### config.mk
export PLATFORM = sky130hd
export DESIGN_NAME = efhps_front
export DESIGN_NICKNAME = d
export VERILOG_FILES = /design/src/hdl/ecmp_flow_hash_path_select_macros.svh /design/src/hdl/efhps_pkg.sv /design/src/hdl/efhps_front.sv
export SDC_FILE = /design/constraint.sdc
export NUM_CORES = 1
export LEC_CHECK = 0
export BUFFER_PORTS_ARGS = -buffer_cell sky130_fd_sc_hd__clkbuf_2
export CAP_MARGIN = 5
export CORE_MARGIN = 1
export CORE_UTILIZATION = 43
export CTS_BUF_LIST = sky130_fd_sc_hd__clkbuf_4 sky130_fd_sc_hd__clkbuf_8 sky130_fd_sc_hd__clkbuf_16
export CTS_CLUSTER_DIAMETER = 100
export DETAILED_ROUTE_END_ITERATION = 16
export PLACE_DENSITY = 0.79
export SLEW_MARGIN = 20
export SYNTH_ARGS = -nofsm -noshare
export SYNTH_HDL_FRONTEND = slang
export SYNTH_SLANG_ARGS = --single-unit
export TNS_END_PERCENT = 20
### constraint.sdc
create_clock -name clk -period 6.2 [get_ports clk]
set_input_delay 0.31 -clock clk [delete_from_list [all_inputs] [get_ports clk]]
set_output_delay 0.31 -clock clk [all_outputs]
set_load 0.05 [all_outputs]
### src/hdl/ecmp_flow_hash_path_select_macros.svh
// assertion macros shared by the flow hash path select blocks
`ifndef ECMP_FLOW_HASH_PATH_SELECT_MACROS_SVH
`define ECMP_FLOW_HASH_PATH_SELECT_MACROS_SVH

// same-cycle implication, checked outside reset
`define EFHPS_ASSERT_IMP(lbl, clk, rstn, ante, cons, msg) \
  lbl: assert property (@(posedge clk) disable iff (!(rstn)) (ante) |-> (cons)) \
    else $error(msg);

// next-cycle implication, checked outside reset
`define EFHPS_ASSERT_NXT(lbl, clk, rstn, ante, cons, msg) \
  lbl: assert property (@(posedge clk) disable iff (!(rstn)) (ante) |=> (cons)) \
    else $error(msg);

`endif

### src/hdl/efhps_pkg.sv
// types, constants and hash helpers for the ecmp flow hash path select block
`default_nettype none
package efhps_pkg;

  localparam int MAX_PATHS = 64;
  localparam int PATHS_W   = $clog2(MAX_PATHS + 1);
  localparam int REM_W     = $clog2(MAX_PATHS);

  localparam int CFG_ADDR_W = 3;
  localparam logic [CFG_ADDR_W-1:0] ADDR_HASH_SEED = 3'd0;

  localparam logic [31:0] MM_C1 = 32'hcc9e2d51;
  localparam logic [31:0] MM_C2 = 32'h1b873593;
  localparam logic [31:0] MM_N  = 32'he6546b64;
  localparam logic [31:0] MM_F1 = 32'h85ebca6b;
  localparam logic [31:0] MM_F2 = 32'hc2b2ae35;
  localparam logic [31:0] KEY_BYTES = 32'd12;

  localparam logic [7:0] PROTO_TCP  = 8'h06;
  localparam logic [7:0] PROTO_UDP  = 8'h11;
  localparam logic [7:0] PROTO_ACK0 = 8'hfc;
  localparam logic [7:0] PROTO_ACK1 = 8'hfd;

  typedef struct packed {
    logic [31:0] src_addr;
    logic [31:0] dst_addr;
    logic [7:0]  protocol;
    logic [15:0] src_port;
    logic [15:0] dst_port;
    logic [6:0]  path_count;
  } in_data_t;

  typedef struct packed {
    logic [31:0] flow_hash;
    logic [5:0]  path_index;
  } out_data_t;

  // classified item as it waits between front and back
  typedef struct packed {
    logic [31:0]        src_addr;
    logic [31:0]        dst_addr;
    logic [31:0]        port_word;
    logic [PATHS_W-1:0] paths;
  } flow_key_t;

  typedef struct packed {
    logic push;
    logic full;
  } q_wr_t;

  function automatic logic [31:0] rotl15(input logic [31:0] x);
    return {x[16:0], x[31:17]};
  endfunction

  // one murmur round on the running state, k already scrambled
  function automatic logic [31:0] mix_h(input logic [31:0] h, input logic [31:0] k);
    logic [31:0] t;
    t = h ^ k;
    t = {t[18:0], t[31:19]};
    return (t << 2) + t + MM_N;
  endfunction

  // eight restoring remainder steps, msb first
  function automatic logic [REM_W-1:0] mod_step8(input logic [REM_W-1:0] rem,
                                                 input logic [7:0] bits,
                                                 input logic [PATHS_W-1:0] paths);
    logic [PATHS_W-1:0] t;
    logic [REM_W-1:0]   r;
    r = rem;
    for (int i = 7; i >= 0; i--) begin
      t = {r, bits[i]};
      if (t >= paths) t = t - paths;
      r = t[REM_W-1:0];
    end
    return r;
  endfunction

endpackage
`default_nettype wire

### src/hdl/efhps_front.sv
// front stage: takes packet headers, builds the port word and the effective path count
`default_nettype none
module efhps_front
  import efhps_pkg::*;
(
  input  wire logic      clk,
  input  wire logic      rst_n,
  input  wire logic      in_valid,
  output logic           in_stall,
  input  wire in_data_t  in_data,
  output q_wr_t          q_wr,
  input  wire logic      q_full,
  output flow_key_t      q_data
);

  logic      fv_r;
  flow_key_t key_r;
  flow_key_t key_nxt;
  logic      uses_ports;

  always_comb begin
    uses_ports = (in_data.protocol == PROTO_TCP) || (in_data.protocol == PROTO_UDP) ||
                 (in_data.protocol == PROTO_ACK0) || (in_data.protocol == PROTO_ACK1);
    key_nxt.src_addr  = in_data.src_addr;
    key_nxt.dst_addr  = in_data.dst_addr;
    key_nxt.port_word = uses_ports ? {in_data.dst_port, in_data.src_port} : 32'd0;
    // zero paths means one, anything above the limit saturates
    if (in_data.path_count == '0) begin
      key_nxt.paths = PATHS_W'(1);
    end else if (PATHS_W'(in_data.path_count) > PATHS_W'(MAX_PATHS)) begin
      key_nxt.paths = PATHS_W'(MAX_PATHS);
    end else begin
      key_nxt.paths = PATHS_W'(in_data.path_count);
    end
  end

  assign in_stall  = fv_r && q_full;
  assign q_wr.push = fv_r && !q_full;
  assign q_wr.full = q_full;
  assign q_data    = key_r;

  always_ff @(posedge clk) begin
    if (!rst_n) begin
      fv_r <= 1'b0;
    end else if (!in_stall) begin
      fv_r <= in_valid;
    end
  end

  always_ff @(posedge clk) begin
    if (!in_stall && in_valid) begin
      key_r <= key_nxt;
    end
  end

endmodule
`default_nettype wire

# After elaboration in Yosys (flattened, before gate mapping)
# Index checks and enable logic that the tools add are counted.
# word_totals
regBits	104
in_bits	115
output_inout_bits	106
word_cells	22
# classes
n_lt_le_gt_ge	1
n_eq_ne	4
mux	1
reduce_logical	10
# ops
cell	n
== test 8 bit, second input constant	2
== test 8 x 3 -> 1 bit, second input constant	1
== test 8 x 5 -> 1 bit, second input constant	1
> comparator 7 bit, second input constant	1
logical NOT 7 bit	1
2-to-1 mux 7 bit	1
logical AND 1 bit	3
logical OR 1 bit	3
logical NOT 1 bit	2
OR reduction 2 bit	1

# Depth between registers and ports, before layout
# depth
word_depth	4
mapped_depth	4

# Worst setup path before layout
# No wires, ideal clock.
# synth_timing
kind	input-to-reg
from	input q_full
to	register key_r, in the netlist q_data[0] (enable)
arrival_time_ps	5241
required_ps	5624
setup_slack_ps	383
stages	2
n_path_buf	0
path_cell_list	and2_1 -> nor2b_1
# synth_between
elab_chain_cells	3
# synth_rtl
element	line	text
from (decl)	efhps_front.sv:12	input wire logic q_full,
logical AND 1 bit	efhps_front.sv:37	assign in_stall = fv_r && q_full;
logical NOT 1 bit	efhps_front.sv:51	if (!in_stall && in_valid) begin
logical AND 1 bit	efhps_front.sv:51	
to (signal assigned)	efhps_front.sv:52	key_r <= key_nxt;
to (decl)	efhps_front.sv:17	flow_key_t key_r;
# No other way between the ends.
# A chain may end at the register's enable or synchronous reset.

# Worst setup path in the final report
# layout_timing
from	register fv_r
to	register key_r, in the netlist q_data[62] (enable)
# layout_between
elab_chain_cells	3
# layout_rtl
element	line	text
from (decl)	efhps_front.sv:16	logic fv_r;
from (signal assigned)	efhps_front.sv:46	fv_r <= in_valid;
logical AND 1 bit	efhps_front.sv:37	
logical NOT 1 bit	efhps_front.sv:51	
logical AND 1 bit	efhps_front.sv:51	
# No other way between the ends.

==> flow_metrics.tcl <==
set metrics [dict create \
    layout_min_cycle_time_ns 1.74 \
    most_common_cell_after_layout_fill_and_taps_aside "sky130_fd_sc_hd__clkbuf_2" \
    netlist_area_um2 3710 \
    ff2ff_path_depth 3 \
    cts.repair.resized 0 \
    grt_pass1_wl_mm 11.6 \
    num-nets-final 503 \
    rows 33 \
    worst_ir_drop_vdd_uv 110 \
    nFillCells 667 \
    buffers_from_clock_root_to_sink_at_most 2 \
    reg2reg_to "q_data[62]$_DFFE_PP_" \
    number_of_setup_buffers_added_after_cts 0 \
    clock_latency_late_sink_ns 0.35 \
    synth_cell_type_count 18 \
    critical-path-max-stage-delay_ns 0.67 \
    min_period_over_period_pct 28.0 \
    drt_pre_antenna_iters 4 \
    via_per_inst 4.74 \
    overflow 0 \
    areaGrowthSynthToFinish_pct 36.6 \
    worst_ep_arrival_time_ns 1.72 \
    slew_headroom_pct 38.7 \
    antenna_found_initial 0 \
    worst_hold_path.num_cells 1 \
    synthesis.yosys.warnings 0 \
    multi_input_area_um2 529 \
    finalHoldViolCount 0 \
    largest_net_degree_at_the_start_of_global_routing 104 \
    dieHeight_um 94.9 \
    numClockSinks 104 \
    cp_cell_sequence "and2_1 > nor2b_4 > buf_6" \
    critPathLaunchType "flip-flop" \
    clock_skew_ns 0.00596 \
    timing.final.setup_violations 0 \
    cp_slowest_cell "sky130_fd_sc_hd__buf_6" \
    achievable-frequency_ghz 0.576 \
    synth.yosys.seq_area_share_pct 83.8 \
    status "finished, final reports clean" \
    crit_path_end_kind "flip-flop" \
    grtUsageTotal_pct 17.9 \
    syn_avg_cell_area_um2 22.8 \
    hpwl_after_detailed_placement_mm 6.14 \
    ioPinCount 221 \
    regToRegSetupSlack_ns 4.46 \
    io_buffers 220 \
    cp_num_buf_inv 1 \
    placed_cells 482 \
    syn-instance-count 163 \
    fin_cells 498 \
    timing.final.max_slew_violations 0 \
    wirelength_mm 8.26 \
    synth_nets 278 \
    cts-htree-levels 3 \
    worst_setup_hold_path_clk_slew_ns 0.11 \
    cts_inserted_buffers 9 \
    remaining_drc_errors 0 \
    synth-seq-cells 104 \
    worst_pin_slew_ns 0.920 \
    placed_cell_area_um2 4890 \
    path_max_fanout 103 \
    tns_ns 0 \
    timing.setup.critical_path_class "reg2reg" \
    initial_core_util_pct 44.7 \
    avgRoutedWirePerCell_um 16.6 \
    min_path_type "in2reg" \
    final_layout_size_suffix_gt1_share_pct 69.5 \
    holdBufCountCts 0 \
    worstPathRequired_ns 6.19 \
    gp_routability_congestion 0.754 \
    cts_tree "yes" \
    power_density_nw_per_um2 288 \
    design.core.area_um2 8300 \
    timing.critical_path.max_delay_family "buffers and inverters" \
    final_cell_mix "220 x sky130_fd_sc_hd__clkbuf_2, 103 x sky130_fd_sc_hd__edfxtp_1, 30 x sky130_fd_sc_hd__a21boi_2, 9 x sky130_fd_sc_hd__clkbuf_8, 6 x sky130_fd_sc_hd__nor2b_1" \
    cap_viol_max_count 0 \
    static-leakage-power_nw 2.17 \
    antenna_violating_nets_post_route 0 \
    power.total_mw 1.46 \
    clock_root_buffer "sky130_fd_sc_hd__clkbuf_8" \
    detailroute.via_count 2361 \
    drt_iter0_markers 92 \
    sequential_cell_area_um2 3110 \
    reg2reg_from "fv_r$_SDFFE_PN0N_" \
    antenna_cell_count 0 \
    hold_path_end "q_data[86]$_DFFE_PP_" \
    hold_start "in_data[94]" \
    die_area_um2 9010 \
    grt_setup_unrepaired "false" \
    horiz_die_dim_um 94.9 \
    grt_pass1_vias 2247 \
    post-route-cell-area_um2 5070 \
]
-- report_power, final --
part	internal (mW)	total, mW	switching (mW)
clock	0.151	0.390	0.239
combinational	0.0579	0.243	0.185
sequential	0.818	0.829	0.0114
-- Yosys cell counts (all sizes together) --
library cell	number	area [µm²]
dfxtp	1	20.0
a21boi	32	353
nor2b	7	43.8
clkbuf	1	3.75
o21ai	1	16.3
and2	1	6.26
and4b	1	10.0
nor3	1	5.00
and4bb	2	25.0
a21oi	1	5.00
buf	7	75.1
nor2	2	7.51
nand4	1	21.3
edfxtp	103	3090
o21a	1	7.51
nor4	1	21.3
-- sequential cells by signal, summed over array words and instances (netlist names) --
| register | flops |
|---|---|
| q_data | 103 |
| fv_r | 1 |
-- per-layer routing --
layer	GRT usage (%)	vias to the layer above	wire, µm
met5	0	-	0
met4	6.06	0	80
met3	6.68	8	870
met2	31.2	135	4310
met1	20.1	1132	3000
li1	-	1086	-
-- metrics by stage --
step / hold slack [ns] / setup slack [ns] / utilization, %
final: 0.118 / 4.46 / 61.1
after global routing: 0.0870 / 4.35 / 61.1
after CTS: 0.0999 / 4.47 / 61.1
after detailed placement: 0.489 / 4.28 / 59.0
after global placement: 0.487 / 4.15 / 58.9
after floorplan: 0.409 / 0.383 / -
-- layout make-up --
class,count,area share [%]
well taps,105,2.59
repair buffers,222,22.1
clock buffers,9,2.44
flip-flops and latches,104,61.4
multi-input cells,51,10.4
clock inverters,7,1.09
-- cells by family after synthesis --
family / Yosys count / share of synthesized area [%]
buffers and inverters: 8 / 2.12
AOI/OAI and AO/OA: 35 / 10.3
and+or+nand+nor: 16 / 3.77
DFF: 104 / 83.8
-- worst max path at each step --
stage                            startpoint                       end  slack, ns  depth (start not counted)
final                     fv_r$_SDFFE_PN0N_      q_data[62]$_DFFE_PP_       4.46                          3
after global routing      fv_r$_SDFFE_PN0N_  q_data[23]$_SDFFCE_PN0P_       4.35                          3
after CTS                 fv_r$_SDFFE_PN0N_      q_data[94]$_DFFE_PP_       4.47                          3
after floorplan                      q_full   q_data[0]$_SDFFCE_PN1P_       0.38                          2
after global placement               q_full      q_data[96]$_DFFE_PP_       4.15                          4
after detailed placement        in_data[41]   q_data[7]$_SDFFCE_PN0P_       4.28                          5
-- worst reg2reg max path, cell delays in order (launching register included) --
cell and delay (ns):
sky130_fd_sc_hd__dfxtp_1 0.32, sky130_fd_sc_hd__and2_1 0.18, sky130_fd_sc_hd__nor2b_4 0.12, sky130_fd_sc_hd__buf_6 0.67
No activity file was read; power rests on OpenSTA's default activity.
