===== config.mk =====
export PLATFORM = sky130hd
export DESIGN_NAME = efhps_fifo
export DESIGN_NICKNAME = d
export VERILOG_FILES = /design/src/hdl/efhps_pkg.sv /design/src/hdl/efhps_fifo.sv
export VERILOG_INCLUDE_DIRS = /design/src /design/src/hdl
export SDC_FILE = /design/constraint.sdc
export NUM_CORES = 1
export LEC_CHECK = 0
export BUFFER_PORTS_ARGS = -buffer_cell sky130_fd_sc_hd__buf_2
export CAP_MARGIN = 25
export CORE_MARGIN = 3
export CORE_UTILIZATION = 57
export CTS_CLUSTER_DIAMETER = 80
export DETAILED_ROUTE_END_ITERATION = 12
export GPL_ROUTABILITY_DRIVEN = 0
export PLACE_DENSITY = 0.85
export SYNTH_ARGS = -nofsm -noshare
export SYNTH_HDL_FRONTEND = slang
export SYNTH_SLANG_ARGS = --single-unit
export TNS_END_PERCENT = 100

===== constraint.sdc =====
create_clock -name clk -period 4.96 [get_ports clk]
set_clock_uncertainty 0.1 [all_clocks]
set_input_delay 0.992 -clock clk [delete_from_list [all_inputs] [get_ports clk]]
set_output_delay 0.992 -clock clk [all_outputs]
set_load 0.02 [all_outputs]

===== src/hdl/ecmp_flow_hash_path_select_macros.svh =====
// assertion macros shared by the flow hash path select blocks
`ifndef ECMP_FLOW_HASH_PATH_SELECT_MACROS_SVH
`define ECMP_FLOW_HASH_PATH_SELECT_MACROS_SVH

// same-cycle implication, checked outside reset
`define EFHPS_ASSERT_IMP(lbl, clk, rstn, ante, cons, msg) \
  lbl: assert property (@(posedge clk) disable iff (!(rstn)) (ante) |-> (cons)) \
    else $error(msg);

// next-cycle implication, checked outside reset
`define EFHPS_ASSERT_NXT(lbl, clk, rstn, ante, cons, msg) \
  lbl: assert property (@(posedge clk) disable iff (!(rstn)) (ante) |=> (cons)) \
    else $error(msg);

`endif


===== src/hdl/efhps_pkg.sv =====
// types, constants and hash helpers for the ecmp flow hash path select block
`default_nettype none
package efhps_pkg;

  localparam int MAX_PATHS = 64;
  localparam int PATHS_W   = $clog2(MAX_PATHS + 1);
  localparam int REM_W     = $clog2(MAX_PATHS);

  localparam int CFG_ADDR_W = 3;
  localparam logic [CFG_ADDR_W-1:0] ADDR_HASH_SEED = 3'd0;

  localparam logic [31:0] MM_C1 = 32'hcc9e2d51;
  localparam logic [31:0] MM_C2 = 32'h1b873593;
  localparam logic [31:0] MM_N  = 32'he6546b64;
  localparam logic [31:0] MM_F1 = 32'h85ebca6b;
  localparam logic [31:0] MM_F2 = 32'hc2b2ae35;
  localparam logic [31:0] KEY_BYTES = 32'd12;

  localparam logic [7:0] PROTO_TCP  = 8'h06;
  localparam logic [7:0] PROTO_UDP  = 8'h11;
  localparam logic [7:0] PROTO_ACK0 = 8'hfc;
  localparam logic [7:0] PROTO_ACK1 = 8'hfd;

  typedef struct packed {
    logic [31:0] src_addr;
    logic [31:0] dst_addr;
    logic [7:0]  protocol;
    logic [15:0] src_port;
    logic [15:0] dst_port;
    logic [6:0]  path_count;
  } in_data_t;

  typedef struct packed {
    logic [31:0] flow_hash;
    logic [5:0]  path_index;
  } out_data_t;

  // classified item as it waits between front and back
  typedef struct packed {
    logic [31:0]        src_addr;
    logic [31:0]        dst_addr;
    logic [31:0]        port_word;
    logic [PATHS_W-1:0] paths;
  } flow_key_t;

  typedef struct packed {
    logic push;
    logic full;
  } q_wr_t;

  function automatic logic [31:0] rotl15(input logic [31:0] x);
    return {x[16:0], x[31:17]};
  endfunction

  // one murmur round on the running state, k already scrambled
  function automatic logic [31:0] mix_h(input logic [31:0] h, input logic [31:0] k);
    logic [31:0] t;
    t = h ^ k;
    t = {t[18:0], t[31:19]};
    return (t << 2) + t + MM_N;
  endfunction

  // eight restoring remainder steps, msb first
  function automatic logic [REM_W-1:0] mod_step8(input logic [REM_W-1:0] rem,
                                                 input logic [7:0] bits,
                                                 input logic [PATHS_W-1:0] paths);
    logic [PATHS_W-1:0] t;
    logic [REM_W-1:0]   r;
    r = rem;
    for (int i = 7; i >= 0; i--) begin
      t = {r, bits[i]};
      if (t >= paths) t = t - paths;
      r = t[REM_W-1:0];
    end
    return r;
  endfunction

endpackage
`default_nettype wire


===== src/hdl/efhps_fifo.sv =====
// short queue of classified flow keys between front and back
`default_nettype none
`include "ecmp_flow_hash_path_select_macros.svh"
module efhps_fifo
  import efhps_pkg::*;
#(
  parameter int DEPTH = 4
) (
  input  wire logic      clk,
  input  wire logic      rst_n,
  input  wire q_wr_t     q_wr,
  input  wire flow_key_t wr_data,
  output logic           full,
  output logic           rd_valid,
  input  wire logic      pop,
  output flow_key_t      rd_data
);

  localparam int PTR_W = (DEPTH > 1) ? $clog2(DEPTH) : 1;
  localparam int CNT_W = $clog2(DEPTH + 1);

  flow_key_t          mem_r [DEPTH];
  logic [PTR_W-1:0]   wp_r, rp_r;
  logic [CNT_W-1:0]   cnt_r;
  logic               do_push, do_pop;

  assign full     = (cnt_r == CNT_W'(DEPTH));
  assign rd_valid = (cnt_r != '0);
  assign rd_data  = mem_r[rp_r];
  assign do_push  = q_wr.push && !q_wr.full;
  assign do_pop   = pop && rd_valid;

  always_ff @(posedge clk) begin
    if (!rst_n) begin
      wp_r  <= '0;
      rp_r  <= '0;
      cnt_r <= '0;
    end else begin
      if (do_push) begin
        wp_r <= (wp_r == PTR_W'(DEPTH - 1)) ? '0 : wp_r + 1'b1;
      end
      if (do_pop) begin
        rp_r <= (rp_r == PTR_W'(DEPTH - 1)) ? '0 : rp_r + 1'b1;
      end
      if (do_push && !do_pop) begin
        cnt_r <= cnt_r + 1'b1;
      end else if (do_pop && !do_push) begin
        cnt_r <= cnt_r - 1'b1;
      end
    end
  end

  always_ff @(posedge clk) begin
    if (do_push) begin
      mem_r[wp_r] <= wr_data;
    end
  end

  `EFHPS_ASSERT_IMP(a_cnt_bound, clk, rst_n, 1'b1, cnt_r <= CNT_W'(DEPTH), "queue count over depth")
  `EFHPS_ASSERT_NXT(a_cnt_inc, clk, rst_n, do_push && !do_pop, cnt_r == CNT_W'($past(cnt_r) + 1'b1), "queue count missed a push")

endmodule
`default_nettype wire


* After elaboration in Yosys (flattened, before gate mapping)
Memories as Yosys holds them, arrays and structs flattened. A register that Yosys moved wholly into a read port is not among the register bits. Index checks and enable logic that the tools add are counted.
Cells by class: add/sub/neg operators 4, multiply operators 0, div/mod/pow operators 0, $lt $le $gt $ge 0, equality and inequality tests 3, shift operators 0, muxes and demuxes 8, bitwise gates (word level) 0, reduce and logical (&&, ||, !) cells 9
Operators by type and width (count):
- 2-bit 2-to-1 mux | 4
- 3-bit 2-to-1 mux | 2
- 2-bit by 1-bit adder with 2-bit output, second input constant | 2
- 2-bit == test, second input constant | 2
- 1-bit logical AND | 4
- 3-bit by 1-bit adder with 3-bit output, second input constant | 1
- 3-bit == test, second input constant | 1
- 1-bit logical NOT | 3
- 3-bit nonzero test | 1
- 3-bit by 1-bit subtractor with 3-bit output, second input constant | 1
- 1-bit 2-to-1 mux | 2
- 2-bit nonzero test | 1
Word-level totals: register bits 7, latch bits 0, bits in writable memories 412, bits in read-only memories 0, input port bits 108, output and inout port bits 105, word-level logic and storage cells 28, memories kept 1
Memories:
- mem_r | depth 4, bits a word 103, rd ports 1, clocked after memory_dff 1, wr ports 1, RTL line efhps_fifo.sv:22 | flow_key_t mem_r [DEPTH];

* Longest topological paths before layout
Gate-level depths: netlist of the first run.
depth in word-level cells 6, mapped depth 8, gate-level depth less buffers 7

* Least setup slack after synthesis of the first run
OpenSTA, ideal clock, no wires.
path kind input to register, start point input q_wr[1] (netlist name), end point memory mem_r[1][0] (netlist name) (enable), arrival time 3.758 ns, setup slack 0.629 ns, stages on the path 3, path through nor2b_1 -> clkbuf_1 -> and2_1
On the way: longest elaborated chain between the ends 3
RTL lines:
- start: declaration | RTL line efhps_fifo.sv:11 | input wire q_wr_t q_wr,
- 1-bit logical AND | RTL line efhps_fifo.sv:30 | assign do_push = q_wr.push && !q_wr.full;
- via do_push | RTL line efhps_fifo.sv:25 | logic do_push, do_pop;
- 1-bit 2-to-1 mux | RTL line efhps_fifo.sv:54 | if (do_push) begin
- 1-bit 2-to-1 mux (implied by the code) | RTL line efhps_fifo.sv:55 | mem_r[wp_r] <= wr_data;
- end: declaration | RTL line efhps_fifo.sv:22
The timed path passes the listed nets, and every way through them passes these cells.

==> flow_summary.ini, run 1 <==
[final_layout]
drive_gt1_frac = 0.4539
syn_to_final_growth_pct = 17.51
multi_input_area_um2 = 2604
final_cell_mix = edfxtp_1 (412), buf_2 (212), mux4_2 (103)
layoutNonFillerInstCount = 1196
final_common_cell = edfxtp_1
stdcell_area_um2 = 18100
final_nets = 941
seq_area_um2 = 12560
nFillCells = 1596

[sta]
min_period_ns = 3.600
tightestPinTransition_ns = 0.8269
setup_viol = 0
hold_slack_ns = 0.4280
worst_slew_margin_rel = 0.4487
period_share = 0.7258
hold_violations = 0
setup_tns_ns = 0
slew_violations = 0
rsz0062_at_grt = no
fmax_mhz = 277.8

[cts]
path_clk_slew_ns = 0.06
cts_hold_buffers = 0
root_buffer = clkbuf_16
cts_htree_levels = 2
cts_tree = yes
post_cts_resized = 0
worstSkewPairLatency_ns = 0.52
cts-buffers-inserted = 42
clock_sinks = 421
cts_buffer_depth = 3
postCtsSetupBuffers = 0

[die]
initial_utilization = 0.5862
rows = 59
die_w_um = 170.4
io_pins = 213
die-area_um2 = 29040
coreArea_um2 = 26280
die_h_um = 170.4

[pwr]
total_power_uw = 8810
ir_drop_v = 0.0003127
p_per_area_nw_per_um2 = 486.7
p_leak_uw = 0.006023

[global_routing]
grt_pass1_wl_mm = 44.08
grtUsageTotal = 0.2031
grt_pass1_vias = 7281
grt_antenna_before_repair = 10
grt_max_degree = 83
grt-ovfl-total = 0

[synthesis]
synth.ff_latch_count = 421
ys_seq_area_frac = 0.8147
yosysWarnings = 0
synth_area_per_cell_um2 = 26.29
synth_cell_type_count = 25
syn-num-nets = 701
yosysTopAreaCell = edfxtp_1
synthCells = 586
synth_area_leaders = edfxtp_1 (80%), mux4_2 (15%), dfxtp_1 (1.2%), buf_12 (1.0%), ha_1 (0.49%)
yosys.area.top_type_share = 0.8031
synthesis.area_um2 = 15410

[job]
maxCapViolCount = 0

[routing]
routedWlPerCell_um = 24.55
drt_iter0_markers = 787
routed_wl_mm = 29.37
viasPerCell = 5.899
drtPass1Iterations = 5
drtAntennaViolNets = 0
drcViolationCount = 0
via_count = 7055

[place]
placed_cells = 1117
dp_hpwl_mm = 17.39
io_buffers = 212
place_area_um2 = 16790

[critical_path]
critPathLaunchType = register
crit_path_max_fanout = 65
critical_path_class = register to output pin
cp-end-kind = output pin
crit_required_ns = 3.87
arrival_ns = 2.51

[run_status]
status = complete, no violations

[worst_hold_path]
min-delay-path-class = register to register
-- area by class of cell --
type,count,area share
Sequential cell,421,0.6938
Multi-Input combinational cell,138,0.1438
Timing Repair Buffer,220,0.06607
Clock buffer,51,0.06110
Tap cell,335,0.02315
Clock inverter,24,0.01092
Inverter,3,0.0006220
Antenna cell,4,0.0005529
-- kinds of logic after synthesis --
| logic type | synth area share |
|---|---|
| multiplexers | 0.1525 |
| adder cells (fa/ha/maj) | 0.006172 |
| AND/OR/NAND/NOR | 0.006579 |
| flip-flops | 0.8147 |
| buffers and inverters | 0.01689 |
| XOR/XNOR | 0.001137 |
| AO/OA/AOI/OAI | 0.001949 |
-- final timing paths --
path | end | startpoint | cells after the start | slack (ns)
setup / recovery | rd_data[21] | register | 3 | 1.36
hold / removal | register | rp_r[1] | 2 | 0.43
setup reg to reg | cnt_r[2] | cnt_r[1] | 7 | 2.51
hold reg to reg | register | rp_r[1] | 2 | 0.43
-- power breakdown --
group	switching [uW]	internal, uW	total (uW)	leakage [uW]
Sequential	90.7	4010	4100	0.00382
Combinational	968	766	1730	0.00157
Clock	1240	1740	2980	0.000637
-- metal layers --
metal / share of wire / vias up / global-route usage
met3: 0.085 / 66 / 0.05807
met4: 0.027 / 14 / 0.05714
met2: 0.48 / 296 / 0.3065
li1: - / 2999 / -
met5: 0.0033 / - / 0
met1: 0.41 / 3680 / 0.2993
-- registers in the layout (all words and copies together), names as in the netlist, named ones only --
signal / cells
rp_r: 2
mem_r: 412
wp_r: 2
cnt_r: 3
-- worst max-delay path, stage by stage, from the launching register on --
cell	delay (ns)
dfxtp_4	0.62
buf_12	0.45
mux4_2	0.62
buf_2	0.19
-- Yosys cell counts --
library cell	number
edfxtp_1	412
buf_1	3
dfxtp_1	9
and2_1	5
a21boi_0	1
buf_12	8
clkbuf_1	1
buf_4	3
buf_6	1
xor2_1	1
nor2_1	2
o21ai_0	3
buf_2	8
xnor2_1	1
nand2_1	2
inv_1	3
fa_1	1
ha_1	6
nor2b_1	4
or3_1	2
o31ai_1	1
mux4_2	103
nor3b_1	1
mux2i_1	3
nand3_1	2
-- stage by stage --
stage                     utilization  setup WS, ns
after floorplan                     -        0.6287
after global placement         0.6389         1.839
after detailed placement       0.6389         1.758
after CTS                      0.6885         1.295
after global routing           0.6888         1.161
final                          0.6889         1.360
No activity file was read; power rests on OpenSTA's default activity.
==> run 2, diff against run 1 <==
- CORE_UTILIZATION: 57 -> 51
- PLACE_DENSITY: 0.85 -> 0.81
- clock period: 4.96 -> 3.3 ns (I/O delays scaled with it)
==> flow_summary.ini, run 2 (synthesized netlist as in run 1, its figures left out) <==
[final_layout]
regMostFlops = mem_r
nFillCells = 2003
seq_area_um2 = 12560
top_regs = mem_r (412), cnt_r (3)
multi_input_area_um2 = 2604
final_common_cell = edfxtp_1
largest_register_ffs = 412
final_nets = 947
syn_to_final_growth_pct = 18.31
final_cell_mix = edfxtp_1 (412), buf_2 (212), mux4_2 (103)
drive_gt1_frac = 0.4466

[job]
maxCapViolCount = 0

[die]
die_w_um = 179.8
initial_utilization = 0.5184
die_h_um = 179.8
coreArea_um2 = 29720
io_pins = 213
rows = 63
die-area_um2 = 32330

[routing]
routed_wl_mm = 27.76
drtAntennaViolNets = 0
drtPass1Iterations = 7
viasPerCell = 5.524
drt_iter0_markers = 616
via_count = 6938
drcViolationCount = 0
routedWlPerCell_um = 22.10

[cts]
post_cts_resized = 0
cts_htree_levels = 2
path_clk_slew_ns = 0.06
cts_tree = yes
clock_sinks = 421
cts-buffers-inserted = 42
worstSkewPairLatency_ns = 0.51
postCtsSetupBuffers = 0
root_buffer = clkbuf_16
cts_hold_buffers = 0
cts_buffer_depth = 3

[place]
io_buffers = 212
dp_hpwl_mm = 16.60

[critical_path]
crit_buf_inv = 2
crit_path_max_fanout = 50
worst_path_max_delay_cell = mux4_2
crit_required_ns = 2.54
cp-end-kind = output pin
crit_family = multiplexers
max_stage_delay_ns = 0.58
arrival_ns = 2.08
critical_path_class = register to output pin
r2r_setup_slack_ns = 0.88
cp_cell_sequence = buf_12 -> mux4_2 -> buf_2
critPathLaunchType = register

[global_routing]
grt_max_degree = 55
grtUsageTotal = 0.1744
grt-ovfl-total = 0
grt_antenna_before_repair = 5
grt_pass1_vias = 7440
grt_pass1_wl_mm = 43.69

[sta]
fmax_mhz = 352.5
hold_slack_ns = 0.2499
setup_tns_ns = 0
period_share = 0.8596
hold_violations = 0
tightestPinTransition_ns = 0.5276
rsz0062_at_grt = no
slew_violations = 0
min_period_ns = 2.837
setup_viol = 0
worst_slew_margin_rel = 0.6453

[pwr]
p_leak_uw = 0.006040
p_per_area_nw_per_um2 = 715.2
total_power_uw = 13040
ir_drop_v = 0.0005724

[run_status]
status = complete, no violations

[worst_hold_path]
min-delay-path-class = primary input to register
==> run 2: worst paths after layout <==
| kind | from | endpoint | depth (start not counted) |
|---|---|---|---|
| worst max-delay path | register | rd_data[81] | 3 |
| worst min-delay path | wr_data[23] | mem_r[3][23] | 1 |
| worst max register to register | cnt_r[0] | cnt_r[2] | 7 |
| worst min register to register | rp_r[1] | register | 2 |
==> run 2: metrics by stage <==
step | worst slack, ns | cells | utilization | instance area, um^2
2_1_floorplan | 0.4359 | 586 | - | 15410
4_1_cts | 0.4194 | 1252 | 0.6130 | 18220
3_5_place_dp | 0.8294 | 1178 | 0.5713 | 16980
3_3_place_gp | 0.9038 | 1178 | 0.5713 | 16980
6_report | 0.4633 | 1256 | 0.6134 | 18230
5_1_grt | 0.3593 | 1254 | 0.6132 | 18220
==> run 2: per-layer routing <==
layer | global-route usage | vias up | wire [um]
li1 | - | 3025 | -
met1 | 0.2436 | 3597 | 11180
met2 | 0.2802 | 262 | 13720
met3 | 0.04472 | 48 | 2315
met4 | 0.04703 | 6 | 521
met5 | 0 | - | 28
==> run 2: layout make-up <==
type,count,area share
repair buffers,226,0.07221
diodes,4,0.0005491
flip-flops and latches,421,0.6890
clock inverters,17,0.005491
inverters,3,0.0006178
well taps,390,0.02677
clock buffers,57,0.06247
multi-input cells,138,0.1428
==> run 2: report_power, final <==
| group | total (uW) | leakage, uW | switching (uW) | internal (uW) |
|---|---|---|---|---|
| clock | 4270 | 0.000604 | 1790 | 2480 |
| sequential | 6110 | 0.00382 | 90.9 | 6020 |
| combinational | 2660 | 0.00162 | 1470 | 1180 |
